<file path="src/rtl/core/sot_pkg.sv">
// sot_pkg: types and constants for the subnet overlap table.
// Used by the channel interfaces and by subnet_overlap_table. No dependencies.
package sot_pkg;

  localparam int unsigned IF_INDEX_W = 32;
  localparam int unsigned ADDR_W     = 32;
  localparam int unsigned PREFIX_W   = 6;
  localparam logic [PREFIX_W-1:0] PREFIX_MAX = 6'd32;

  typedef enum logic {
    MODE_ADD    = 1'b0,
    MODE_DELETE = 1'b1
  } mode_t;

  typedef enum logic [2:0] {
    ST_ADDED   = 3'd0,
    ST_OVERLAP = 3'd1,
    ST_DELETED = 3'd2,
    ST_MISSING = 3'd3,
    ST_FULL    = 3'd4
  } status_t;

  typedef struct packed {
    logic [IF_INDEX_W-1:0] if_index;
    logic [ADDR_W-1:0]     address;
    logic [PREFIX_W-1:0]   prefix;
  } entry_t;

endpackage

</file>
<file path="src/rtl/core/sot_if.sv">
// sot_cmd_if / sot_rsp_if: valid/ready channels of the subnet overlap table.
// Depends on sot_pkg.
interface sot_cmd_if;
  logic                              valid;
  logic                              ready;
  logic                              mode;
  logic [sot_pkg::IF_INDEX_W-1:0]    if_index;
  logic [sot_pkg::ADDR_W-1:0]        ip_addr;
  logic [sot_pkg::PREFIX_W-1:0]      mask_len;

  modport source (output valid, mode, if_index, ip_addr, mask_len, input ready);
  modport sink   (input valid, mode, if_index, ip_addr, mask_len, output ready);
endinterface

interface sot_rsp_if;
  logic                              valid;
  logic                              ready;
  sot_pkg::status_t                  status;
  logic [sot_pkg::IF_INDEX_W-1:0]    conflict_index;

  modport source (output valid, status, conflict_index, input ready);
  modport sink   (input valid, status, conflict_index, output ready);
endinterface

</file>
<file path="src/rtl/core/subnet_overlap_table.sv">
// subnet_overlap_table: interface address table with IPv4 subnet overlap check.
// Depends on sot_pkg, sot_cmd_if and sot_rsp_if.
//
//   channel  dir  payload                                  protocol
//   cmd      in   mode, if_index, ip_addr, mask_len        valid/ready
//   rsp      out  status, conflict_index                   valid/ready
//
// Each item is accepted in S_IDLE, then walks the entry memory in S_WALK (one read
// per cycle through the registered read port, then the pipeline drains), then
// updates the table and loads the result register in S_FINISH.
// cmd.ready is high only while idle. The result register holds until taken; a
// finishing item waits for it. Reset is synchronous; it clears the state and valid bits, not the entries.
module subnet_overlap_table #(
  parameter int unsigned TABLE_ENTRIES = 16
) (
  input logic      clk,
  input logic      rst,
  sot_cmd_if.sink  cmd,
  sot_rsp_if.source rsp
);

  localparam int unsigned IDX_W = (TABLE_ENTRIES > 1) ? $clog2(TABLE_ENTRIES) : 1;
  localparam int unsigned CNT_W = $clog2(TABLE_ENTRIES + 1);

  typedef enum logic [1:0] {
    S_IDLE,
    S_WALK,
    S_FINISH
  } state_t;

  state_t state;

  sot_pkg::entry_t mem [TABLE_ENTRIES];
  sot_pkg::entry_t rd_data;
  logic            mem_we;
  logic [IDX_W-1:0] mem_waddr;
  logic            mem_re;

  logic [TABLE_ENTRIES-1:0] slot_valid;

  logic                                mode;
  logic [sot_pkg::IF_INDEX_W-1:0]      key;
  logic [sot_pkg::ADDR_W-1:0]          addr;
  logic [sot_pkg::PREFIX_W-1:0]        plen;

  logic [CNT_W-1:0] rd_cnt;
  logic             cmp_vld;
  logic [IDX_W-1:0] cmp_idx;

  logic             match_found;
  logic [IDX_W-1:0] match_slot;
  logic             free_found;
  logic [IDX_W-1:0] free_slot;
  logic             ovl_found;
  logic [sot_pkg::IF_INDEX_W-1:0] ovl_key;

  logic                         cmp_live;
  logic                         cmp_hit;
  logic                         cmp_ovl;
  logic [sot_pkg::PREFIX_W-1:0] min_len;
  logic [sot_pkg::ADDR_W-1:0]   mask;
  logic                         rd_more;
  logic                         can_load;
  logic                         rsp_load;
  logic                         add_ok;
  logic [IDX_W-1:0]             add_slot;
  logic [sot_pkg::PREFIX_W-1:0] plen_in;

  assign cmd.ready = (state == S_IDLE);
  assign plen_in   = (cmd.mask_len > sot_pkg::PREFIX_MAX) ? sot_pkg::PREFIX_MAX
                                                          : cmd.mask_len;

  assign rd_more  = (rd_cnt < CNT_W'(TABLE_ENTRIES));
  assign mem_re   = (state == S_WALK) && rd_more;
  assign can_load = !rsp.valid || rsp.ready;
  assign rsp_load = (state == S_FINISH) && can_load;

  // compare stage on the entry just read
  always_comb begin
    cmp_live = cmp_vld && slot_valid[cmp_idx];
    cmp_hit  = cmp_live && (rd_data.if_index == key);
    min_len  = (rd_data.prefix < plen) ? rd_data.prefix : plen;
    if (min_len == '0) begin
      mask = '0;
    end else begin
      mask = {sot_pkg::ADDR_W{1'b1}} << (sot_pkg::PREFIX_MAX - min_len);
    end
    cmp_ovl = cmp_live && !cmp_hit && ((rd_data.address & mask) == (addr & mask));
  end

  assign add_ok   = match_found || free_found;
  assign add_slot = match_found ? match_slot : free_slot;
  assign mem_we   = rsp_load && (mode == sot_pkg::MODE_ADD) && add_ok;
  assign mem_waddr = add_slot;

  always_ff @(posedge clk) begin
    if (mem_we) begin
      mem[mem_waddr] <= '{if_index: key, address: addr, prefix: plen};
    end
    if (mem_re) begin
      rd_data <= mem[rd_cnt[IDX_W-1:0]];
    end
  end

  always_ff @(posedge clk) begin
    if (rst) begin
      state      <= S_IDLE;
      slot_valid <= '0;
      rsp.valid  <= 1'b0;
      cmp_vld    <= 1'b0;
      rd_cnt     <= '0;
    end else begin
      if (rsp_load) begin
        rsp.valid <= 1'b1;
      end else if (rsp.ready) begin
        rsp.valid <= 1'b0;
      end
      unique case (state)
        S_IDLE: begin
          if (cmd.valid) begin
            mode        <= cmd.mode;
            key         <= cmd.if_index;
            addr        <= cmd.ip_addr;
            plen        <= plen_in;
            rd_cnt      <= '0;
            cmp_vld     <= 1'b0;
            match_found <= 1'b0;
            free_found  <= 1'b0;
            ovl_found   <= 1'b0;
            state       <= S_WALK;
          end
        end
        S_WALK: begin
          cmp_vld <= rd_more;
          cmp_idx <= rd_cnt[IDX_W-1:0];
          if (rd_more) begin
            rd_cnt <= rd_cnt + CNT_W'(1);
          end
          if (cmp_vld) begin
            if (cmp_hit) begin
              match_found <= 1'b1;
              match_slot  <= cmp_idx;
            end
            if (!slot_valid[cmp_idx] && !free_found) begin
              free_found <= 1'b1;
              free_slot  <= cmp_idx;
            end
            if (cmp_ovl && !ovl_found) begin
              ovl_found <= 1'b1;
              ovl_key   <= rd_data.if_index;
            end
          end
          if (!rd_more && !cmp_vld) begin
            state <= S_FINISH;
          end
        end
        S_FINISH: begin
          if (can_load) begin
            if (mode == sot_pkg::MODE_DELETE) begin
              rsp.conflict_index <= '0;
              if (match_found) begin
                slot_valid[match_slot] <= 1'b0;
                rsp.status             <= sot_pkg::ST_DELETED;
              end else begin
                rsp.status <= sot_pkg::ST_MISSING;
              end
            end else if (!add_ok) begin
              rsp.conflict_index <= '0;
              rsp.status         <= sot_pkg::ST_FULL;
            end else begin
              slot_valid[add_slot] <= 1'b1;
              if (ovl_found) begin
                rsp.status         <= sot_pkg::ST_OVERLAP;
                rsp.conflict_index <= ovl_key;
              end else begin
                rsp.status         <= sot_pkg::ST_ADDED;
                rsp.conflict_index <= '0;
              end
            end
            state <= S_IDLE;
          end
        end
        default: state <= S_IDLE;
      endcase
    end
  end

endmodule

</file>
<file path="src/flat_wrapper.sv">
// flat-port wrapper written by rule: the top's interface ports become plain ports
module subnet_overlap_table_flat 
#(
  parameter int unsigned TABLE_ENTRIES = 16
)
  (clk, rst, cmd_valid, cmd_mode, cmd_if_index, cmd_ip_addr, cmd_mask_len, cmd_ready, rsp_valid, rsp_status, rsp_conflict_index, rsp_ready);
  sot_cmd_if cmd_i ();
  sot_rsp_if rsp_i ();
  input logic clk;
  input logic rst;
  input wire logic [$bits(cmd_i.valid)-1:0] cmd_valid;
  input wire logic [$bits(cmd_i.mode)-1:0] cmd_mode;
  input wire logic [$bits(cmd_i.if_index)-1:0] cmd_if_index;
  input wire logic [$bits(cmd_i.ip_addr)-1:0] cmd_ip_addr;
  input wire logic [$bits(cmd_i.mask_len)-1:0] cmd_mask_len;
  output wire logic [$bits(cmd_i.ready)-1:0] cmd_ready;
  output wire logic [$bits(rsp_i.valid)-1:0] rsp_valid;
  output wire logic [$bits(rsp_i.status)-1:0] rsp_status;
  output wire logic [$bits(rsp_i.conflict_index)-1:0] rsp_conflict_index;
  input wire logic [$bits(rsp_i.ready)-1:0] rsp_ready;
  assign cmd_i.valid = cmd_valid;
  assign cmd_i.mode = cmd_mode;
  assign cmd_i.if_index = cmd_if_index;
  assign cmd_i.ip_addr = cmd_ip_addr;
  assign cmd_i.mask_len = cmd_mask_len;
  assign cmd_ready = cmd_i.ready;
  assign rsp_valid = rsp_i.valid;
  assign rsp_status = rsp_i.status;
  assign rsp_conflict_index = rsp_i.conflict_index;
  assign rsp_i.ready = rsp_ready;
  subnet_overlap_table #(.TABLE_ENTRIES(TABLE_ENTRIES)) u_core (.clk(clk), .rst(rst), .cmd(cmd_i), .rsp(rsp_i));
endmodule
</file>
<file path="config.mk">
export PLATFORM = sky130hd
export DESIGN_NAME = subnet_overlap_table_flat
export DESIGN_NICKNAME = d
export VERILOG_FILES = /design/src/rtl/core/sot_pkg.sv /design/src/rtl/core/sot_if.sv /design/src/rtl/core/subnet_overlap_table.sv /design/src/flat_wrapper.sv
export SDC_FILE = /design/constraint.sdc
export NUM_CORES = 1
export LEC_CHECK = 0
export BUFFER_PORTS_ARGS = -buffer_cell sky130_fd_sc_hd__buf_2
export CAP_MARGIN = 20
export CELL_PAD_IN_SITES_DETAIL_PLACEMENT = 1
export CELL_PAD_IN_SITES_GLOBAL_PLACEMENT = 1
export CORE_MARGIN = 4
export CORE_UTILIZATION = 50
export CTS_CLUSTER_DIAMETER = 60
export DETAILED_ROUTE_END_ITERATION = 7
export PLACE_DENSITY_LB_ADDON = 0.1
export SKIP_LAST_GASP = 1
export SYNTH_ARGS = -nofsm -noshare
export SYNTH_HDL_FRONTEND = slang
export SYNTH_SLANG_ARGS = --single-unit
</file>
<file path="constraint.sdc">
create_clock -name clk -period 4.7 [get_ports clk]
set_input_delay 0.47 -clock clk [delete_from_list [all_inputs] [get_ports clk]]
set_output_delay 0.47 -clock clk [all_outputs]
set_load 0.01 [all_outputs]
</file>
After elaboration in Yosys (flattened, before gate mapping). Memories as Yosys holds them, arrays and structs flattened. A register that Yosys moved wholly into a read port is not among the register bits. Index checks and enable logic that the tools add are counted.

Flip-flop bits (word level): 178. Bits in writable memories: 1120. Input port bits: 75. Output and inout port bits: 37. Logic and storage cells: 131. Memories: 1.

Add/sub/neg operators: 2. $lt $le $gt $ge: 8. Equal/unequal tests: 13. Shift-type cells: 1. Multiplexer cells: 38. Bitwise gates (word level): 9. Reductions and logical operators: 41.

Memory list: u_core.mem (words 16, bits a word 70, rd ports 1, clocked after Yosys merged registers in 1, wr ports 1, RTL line subnet_overlap_table.sv:33) `sot_pkg::entry_t mem [TABLE_ENTRIES];`.

Operators with widths (number): $and A32 B32 Y32 (2); $eq A32 B32 Y1 (2); $mux W16 (3); $mux W32 (1); $shl A32 B6 Y32 const A (1); $and A16 B16 Y16 (1); $mux W1 (16); $not A16 Y16 (1); $or A16 B16 Y16 (1); $reduce_and A4 Y1 (4); $lt A4 B5 Y1 const B (3); $reduce_and A5 Y1 (3); $logic_and A1 B1 Y1 (13); $reduce_and A3 Y1 (4); $mux W5 (2); $ne A2 B2 Y1 const B (5); $pmux W5 S2 (1); $demux W1 S4 (2); $ge A4 B1 Y1 const B (2); $ne A2 B1 Y1 const B (4); $pmux W1 S2 (4); $logic_not A1 Y1 (7); $gt A6 B6 Y1 const B (1); $logic_not A6 Y1 (1); 18 further kinds (28).

Longest topological paths before layout. Gate-level depths: netlist (run 1).

Depth in word-level cells: 12. Mapped depth: 17. Gate-level depth less buffers: 15.

Worst setup path before layout (run 1). Ideal clock, no wire load.

Path type: flip-flop to flip-flop. From: register u_core.plen[3] in the netlist's numbering. To: register u_core.ovl_key[0] in the netlist's numbering, enable pin. Data arrival time: 4388 ps. Required time: 4311 ps. Setup slack: -77 ps. Stages on the path, launching flop included: 18. Buffers on the path: 2. Path through: edfxtp_1 inv_1 ha_1 a21oi_1 o21ai_2 a21o_1 buf_6 mux2_2 inv_1 ha_1 clkbuf_1 a22o_1 a21o_1 a221o_1 a21o_1 a311o_1 or4b_1 nand2_1.

Longest elaborated chain between the ends: 10. Elaborated cells between the ends (all ways): 12.

Ends and longest elaborated chain: start: declaration (RTL line subnet_overlap_table.sv:44) `logic [sot_pkg::PREFIX_W-1:0] plen;`; start signal: assignment (RTL line subnet_overlap_table.sv:124) `plen <= plen_in;`; $lt A6 B6 Y1 (RTL line subnet_overlap_table.sv:82) `min_len = (rd_data.prefix < plen) ? rd_data.prefix : plen;`; $mux W6 * (RTL line subnet_overlap_table.sv:82); $sub A6 B6 Y6 (RTL line subnet_overlap_table.sv:86) `mask = {sot_pkg::ADDR_W{1'b1}} << (sot_pkg::PREFIX_MAX - min_len);`; $shl A32 B6 Y32 (RTL line subnet_overlap_table.sv:86); $mux W32 * (RTL line subnet_overlap_table.sv:83) `if (min_len == '0) begin`; $and A32 B32 Y32 (RTL line subnet_overlap_table.sv:88) `cmp_ovl = cmp_live && !cmp_hit && ((rd_data.address & mask) == (addr & mask));`; $eq A32 B32 Y1 * (RTL line subnet_overlap_table.sv:88); $logic_and A1 B1 Y1 * (RTL line subnet_overlap_table.sv:88); $logic_and A1 B1 Y1 * (RTL line subnet_overlap_table.sv:148) `if (cmp_ovl && !ovl_found) begin`; $reduce_and A4 Y1 (no source line) *; end signal: assignment (RTL line subnet_overlap_table.sv:150) `ovl_key <= rd_data.if_index;`; end: declaration (RTL line subnet_overlap_table.sv:55) `logic [sot_pkg::IF_INDEX_W-1:0] ovl_key;`.

Every way passes the cells marked *; elsewhere a longest branch is shown, timed or not. A chain may end at the register's enable or synchronous reset.

Worst setup path after layout (run 1).
From: register, netlist name u_core.rd_data[3]. To: register u_core.ovl_key[17] in the netlist's numbering, enable pin.

Longest elaborated chain between the ends: 10. Elaborated cells between the ends (all ways): 12.

Ends and longest elaborated chain (RTL line): $lt A6 B6 Y1 (subnet_overlap_table.sv:82); $mux W6 * (subnet_overlap_table.sv:82); $sub A6 B6 Y6 (subnet_overlap_table.sv:86); $shl A32 B6 Y32 (subnet_overlap_table.sv:86); $mux W32 * (subnet_overlap_table.sv:83); $and A32 B32 Y32 (subnet_overlap_table.sv:88); $eq A32 B32 Y1 * (subnet_overlap_table.sv:88); $logic_and A1 B1 Y1 * (subnet_overlap_table.sv:88); $logic_and A1 B1 Y1 * (subnet_overlap_table.sv:148); $reduce_and A4 Y1 (no source line) *.

Marks and branches as above.

==> results of run 1 <==
## per-stage QoR
stage | worst slack (ps) | std cells | total power [W] | cell area (µm²)
2_1_floorplan | 10.53 | 2179 | 0.01471 | 51580
3_3_place_gp | 306.8 | 3643 | 0.01512 | 54690
3_5_place_dp | 183.0 | 3643 | 0.01515 | 54690
4_1_cts | 138.0 | 3964 | 0.02625 | 59960
5_1_grt | 5.600 | 3964 | 0.02690 | 59970
6_report | 154.6 | 3964 | 0.02599 | 59970
## Yosys cell counts (all sizes together) (2+ instances only)
library cell / count / area share
o211ai: 3 / 0.00044
inv: 12 / 0.00087
o21a: 2 / 0.00029
xor2: 60 / 0.010
nor2: 64 / 0.0047
o32ai: 2 / 0.00034
a21o: 9 / 0.0013
clkbuf: 66 / 0.0048
nand2b: 11 / 0.0013
a211oi: 8 / 0.0012
o21bai: 4 / 0.00058
ha: 9 / 0.0022
a32oi: 3 / 0.00051
nand3: 5 / 0.00049
xnor2: 9 / 0.0015
a222oi: 2 / 0.00039
or3: 2 / 0.00034
nor3b: 3 / 0.00044
nand4: 4 / 0.00049
nor4: 11 / 0.0013
a311o: 2 / 0.00039
mux4: 354 / 0.15
buf: 27 / 0.0021
mux2i: 6 / 0.0013
a221oi: 2 / 0.00034
or2: 2 / 0.00024
dfxtp: 25 / 0.0097
mux2: 2 / 0.00044
o21ai: 9 / 0.00095
edfxtp: 1343 / 0.78
a31oi: 3 / 0.00036
o22ai: 6 / 0.00073
nor2b: 9 / 0.0011
a21oi: 15 / 0.0017
and2: 34 / 0.0041
nand2: 18 / 0.0014
nor3: 13 / 0.0013
## final cells by class
type / count / area, µm² / area share
multi-input combinational: 706 / 10500 / 0.1751
inverter: 12 / 45.04 / 0.0007512
tap: 1368 / 1712 / 0.02854
timing repair buffer: 255 / 2252 / 0.03756
clock buffer: 172 / 3900 / 0.06504
sequential: 1368 / 40840 / 0.6811
clock inverter: 83 / 711.9 / 0.01187
## timing repair
action | 4_1_cts | 5_1_grt
hold endpoints to repair | 66 | 0
gates resized for setup | 0 | 1
setup buffers | 0 | 0
hold buffers | 66 | 0
endpoints found under the setup margin | 0 | 32
## metal layers
metal,track usage,vias up,routed length [µm]
met3,0.04291,203,7994
met1,0.3373,13010,52160
li1,-,9875,-
met4,0.07397,0,3349
met5,0,-,0
met2,0.3872,899,62800
## cells by family (layout without fill, tap and decap cells)
group / after synthesis / in the layout / synth area share
and+or+nand+nor: 183 / 183 / 0.01844
muxes: 362 / 362 / 0.1565
buffers and inverters: 105 / 522 / 0.007787
adders and majority gates: 9 / 9 / 0.002183
xor gates and xnor gates: 69 / 69 / 0.01172
AOI/OAI and AO/OA: 83 / 83 / 0.01172
DFF: 1368 / 1368 / 0.7916
## worst paths after layout
check	cells past startpoint	slack, ps	to	startpoint
worst max-delay path	15	150	u_core.ovl_key[17]$_DFFE_PP_	u_core.rd_data[3]$_DFFE_PP_
worst max register to register	15	150	u_core.ovl_key[17]$_DFFE_PP_	u_core.rd_data[3]$_DFFE_PP_
worst min-delay path	2	90	u_core.plen[3]$_SDFFCE_PN0P_	cmd_mask_len[3]
worst min register to register	0	470	u_core.ovl_key[3]$_DFFE_PP_	u_core.rd_data[41]$_DFFE_PP_
## sequential cells by signal, indices dropped and copies added, names as in the netlist, 4 cells and up
name,count
u_core.match_slot,4
u_core.cmp_idx,4
u_core.free_slot,4
u_core.mem,1120
u_core.slot_valid,16
u_core.addr,32
u_core.rsp.conflict_index,32
u_core.key,32
u_core.rd_data,70
u_core.plen,6
u_core.ovl_key,32
u_core.rd_cnt,5
## power breakdown
group	internal (W)	switching, W
registers	0.0135	0.000187
clock network	0.00650	0.00457
logic	0.000640	0.000614
## worst max-delay path, stage by stage (launching register included)
cell and delay [ps]:
edfxtp_1 460, ha_1 330, a21oi_1 220, o21ai_2 100
a21o_1 220, mux2i_2 250, ha_1 290, inv_1 130
a22o_1 230, a21o_1 150, a221o_1 290, a21o_1 170
a311o_1 320, or4b_1 620, nand2_2 150, buf_12 250
==> flow_summary.json, run 1 <==
{
  "final_layout_size_suffix_gt1_frac": 0.3001,
  "min_path_type": "primary input to register",
  "synth-async-reset-ratio": 0,
  "global_route_wire_length_before_repair_mm": 183.1,
  "finalCoreUtilization": 0.5877,
  "cts-root-to-sink-buffers": 3,
  "vdd_ir_drop_max_mv": 0.3528,
  "grt_overflow_total": 0,
  "core_region_area_um2": 102000,
  "num_antenna_cells": 0,
  "hold-worst-slack_ps": 90.13,
  "yosysWarnings": 0,
  "power.leakage_nw": 18.63,
  "most-common-layout-cells": "edfxtp_1 (1,343), mux4_2 (351), clkbuf_16 (153), buf_2 (111), dlygate4sd3_1 (66)",
  "synth_cells": 2179,
  "fill_cell_count": 8361,
  "setup.worst_path.start_class": "register",
  "synthesis.area_per_instance_um2": 23.67,
  "maxSlewHeadroom": 0.2378,
  "drt-wirelength-per-cell_um": 31.86,
  "track_usage": 0.2390,
  "layout-area-overhead-vs-synth_pct": 16.26,
  "clk-insertion-delay-late_ps": 740,
  "tritoncts": "built",
  "max_slew.worst_pin.slew_ps": 1143,
  "critPathRequiredTime_ps": 5100,
  "dr.pass1.iters": 5,
  "antenna_found_initial": 1,
  "grt_start_max_net_pins": 84,
  "floorplan.io_pins": 112,
  "via_count": 23990,
  "routed_wirelength_mm": 126.3,
  "rsz0062_at_grt": "no",
  "setup_total_negative_slack_ps": 0,
  "yosysSeqAreaShare": 0.7916,
  "cts_root_buf": "clkbuf_16",
  "std_cell_rows": 117,
  "clk_transition_reported_paths_ps": 60,
  "total_die_area_um2": 108400,
  "drc": 0,
  "timing_hold_violations_final": 0,
  "timing.critical_path.to_type": "register",
  "outcome": "complete, no violations",
  "most_common_library_cell_in_the_layout_ignoring_fill_and_taps": "edfxtp_1",
  "cts_made_buffers": 143,
  "finalWorstPathRequiredPeriod_ps": 4545,
  "path_max_fanout": 32,
  "max_cap_violations": 0,
  "worst_path_arrival_time_ps": 4950,
  "gp_routability_congestion": 0.8188,
  "antenna_violating_nets_post_route": 0,
  "timing.final.setup_violations": 0,
  "final_period_utilization": 0.9671,
  "pd_cells_nw_per_um2": 433.4,
  "floorplan.initialDensity": 0.5055,
  "synth-seq-cells": 1368,
  "ys.flop_type": "edfxtp_1",
  "die_width_um": 329.2,
  "netlist-cell-type-count": 66,
  "post_synthesis_cell_area_um2": 51580,
  "htreeDepth": 4,
  "timing.setup.critical_path_class": "register to register",
  "portBuffers": 111,
  "drt_via_density": 6.052,
  "fmaxAchievable_mhz": 220.0,
  "detail_route.iter0.violations": 2311,
  "synth-edff-count": 1343,
  "die_height_um": 329.2,
  "number_of_global_route_vias_before_repair": 25530,
  "layout.nets": 2570,
  "slew_viol_final": 0,
  "syn-num-nets": 2263,
  "final_hpwl_from_detailed_placement_mm": 66.93,
  "numClockSinks": 1368,
  "clock_skew_ps": 24.91
}
(Power assumes the default switching activity.)
==> run 2: changes to the inputs <==
GPL_TIMING_DRIVEN = 0   (was default)
==> run 2 against run 1 <==
Net effect:
- sequential cell count is the same
- worst hold slack lost 6.3 ps
- first-iteration DRC count grew 19%
- critical path type unchanged
- total power shrank 1.6%
- count of clock-buffer cells in the layout grew 18
==> flow_summary.json, run 2 (synthesis gave the netlist of run 1 again) <==
{
  "outcome": "complete, no violations",
  "antenna_found_initial": 2,
  "cts-root-to-sink-buffers": 3,
  "htreeDepth": 4,
  "pd_cells_nw_per_um2": 418.5,
  "setup.worst_path.start_class": "register",
  "tritoncts": "built",
  "finalWorstPathRequiredPeriod_ps": 4587,
  "drc": 0,
  "global_route_wire_length_before_repair_mm": 192.9,
  "cts_root_buf": "clkbuf_16",
  "clk_transition_reported_paths_ps": 60,
  "cts_made_buffers": 142,
  "routed_wirelength_mm": 135.1,
  "largest_register": "u_core.mem",
  "rsz0062_at_grt": "no",
  "portBuffers": 110,
  "end_point_of_the_critical_path": "u_core.ovl_key[26]$_DFFE_PP_",
  "dr.pass1.iters": 5,
  "reg2reg_depth": 16,
  "die_height_um": 329.2,
  "die_width_um": 329.2,
  "numClockSinks": 1368,
  "worst_path_arrival_time_ps": 5020,
  "detail_route.iter0.violations": 2746,
  "ff2ff_setup_slack_ps": 110,
  "total_die_area_um2": 108400,
  "r2r-end": "u_core.ovl_key[26]$_DFFE_PP_",
  "power.leakage_nw": 19.02,
  "hold-worst-slack_ps": 83.84,
  "largest_reg_flops": 1120,
  "most-common-layout-cells": "edfxtp_1 (1,343), mux4_2 (351), clkbuf_16 (145), buf_2 (115), clkbuf_1 (109)",
  "slew_viol_final": 0,
  "clock_skew_ps": 33.04,
  "number_of_global_route_vias_before_repair": 26470,
  "layout.nets": 2696,
  "grt_start_max_net_pins": 24,
  "floorplan.initialDensity": 0.5055,
  "finalCoreUtilization": 0.5990,
  "track_usage": 0.2541,
  "worstSetupStartpoint": "u_core.rd_data[5]$_DFFE_PP_",
  "floorplan.io_pins": 112,
  "final_period_utilization": 0.9760,
  "max_cap_violations": 0,
  "min_path_type": "primary input to register",
  "timing.setup.critical_path_class": "register to register",
  "reg_top3": "u_core.mem: 1120 flops, u_core.rd_data: 70 flops",
  "max_slew.worst_pin.slew_ps": 1146,
  "antenna_violating_nets_post_route": 0,
  "hp_start": "cmd_mask_len[5]",
  "timing.critical_path.to_type": "register",
  "std_cell_rows": 117,
  "timing.final.setup_violations": 0,
  "critPathRequiredTime_ps": 5130,
  "core_region_area_um2": 102000,
  "maxSlewHeadroom": 0.2359,
  "via_count": 25020,
  "final_layout_size_suffix_gt1_frac": 0.2928,
  "clk-insertion-delay-late_ps": 760,
  "grt_overflow_total": 0,
  "gp_routability_congestion": 0.7931,
  "most_common_library_cell_in_the_layout_ignoring_fill_and_taps": "edfxtp_1",
  "timing_hold_violations_final": 0,
  "layout-area-overhead-vs-synth_pct": 18.49,
  "critical_path.reg2reg.startpoint": "u_core.rd_data[5]$_DFFE_PP_",
  "vdd_ir_drop_max_mv": 0.3079,
  "final_hpwl_from_detailed_placement_mm": 86.32,
  "path_max_fanout": 20,
  "drt-wirelength-per-cell_um": 33.04,
  "num_antenna_cells": 0,
  "drt_via_density": 6.121,
  "fmaxAchievable_mhz": 218.0
}
run 2: cell types whose count changed in the layout (fill, tap and decap cells not counted), moves of 14 or more:
cell,delta
buf_1,+21
buf_4,-34
buf_8,+26
clkbuf_1,+90
buf_16,+24
buf_12,+14
run 2: metal layers:
metal | track usage | routed length, µm | part of all wire | vias to the layer above
met2 | 0.4169 | 67470 | 0.50 | 1056
met1 | 0.3605 | 55620 | 0.41 | 13620
met5 | 0 | 0 | 0 | -
li1 | - | - | - | 10130
met3 | 0.03845 | 8455 | 0.063 | 202
met4 | 0.07530 | 3508 | 0.026 | 0
run 2: timing repair:
action / 4_1_cts / 5_1_grt
buffers inserted: 7 / 2
pin swaps: 1 / 0
hold buffers: 68 / 0
endpoints found under the setup margin: 33 / 20
gates resized for setup: 6 / 2
endpoints found under the hold margin: 68 / 0
run 2: layout make-up:
type | count | area [µm²]
inverters | 12 | 45.04
plain buffers | 92 | 359.1
multi-input cells | 706 | 10520
fillers | 8291 | 40920
clock inverters | 61 | 464.2
repair buffers | 290 | 3378
well taps | 1368 | 1712
clock buffers | 190 | 3807
flip-flops and latches | 1368 | 40830
run 2: where the power goes:
part | leakage, nW | switching, W | internal, W | total [W]
clock network | 2.08 | 0.00457 | 0.00587 | 0.0104
registers | 12.3 | 0.000161 | 0.0135 | 0.0136
logic | 4.61 | 0.000780 | 0.000715 | 0.00149
run 2: per-stage QoR:
stage	instance area (µm²)	total power, W	worst slack [ps]	TNS, ps	std cells
after CTS	60990	0.02580	12.61	0	4078
after global routing	61120	0.02641	14.32	0	4087
after global placement	53850	0.01522	-5181	-5856140	3657
final	61120	0.02557	112.6	0	4087
after floorplan	51580	0.01471	10.53	0	2179
after detailed placement	55970	0.01533	-1021	-30240	3753
run 2: worst min path at each step:
stage | endpoint | slack [ps] | cells after the start
final | u_core.plen[2]$_SDFFCE_PN0P_ | 80 | 2
after global routing | u_core.plen[2]$_SDFFCE_PN0P_ | 60 | 2
after CTS | u_core.plen[2]$_SDFFCE_PN0P_ | 30 | 2
after detailed placement | u_core.cmp_idx[2]$_DFFE_PP_ | 420 | 0
after global placement | u_core.cmp_idx[2]$_DFFE_PP_ | 410 | 0
after floorplan | u_core.cmp_idx[2]$_DFFE_PP_ | 410 | 0
run 2: critical path, stage by stage, from the launching register on:
cell and delay [ps]:
edfxtp_1 460, ha_1 340, a21oi_1 270, o21ai_2 120, a21o_1 180, buf_6 150
mux2i_2 260, ha_2 240, inv_1 140, a22o_1 240, a21o_1 170, a221o_1 290
a21o_1 150, a311o_1 300, or4b_4 570, nand2_8 130, buf_16 200
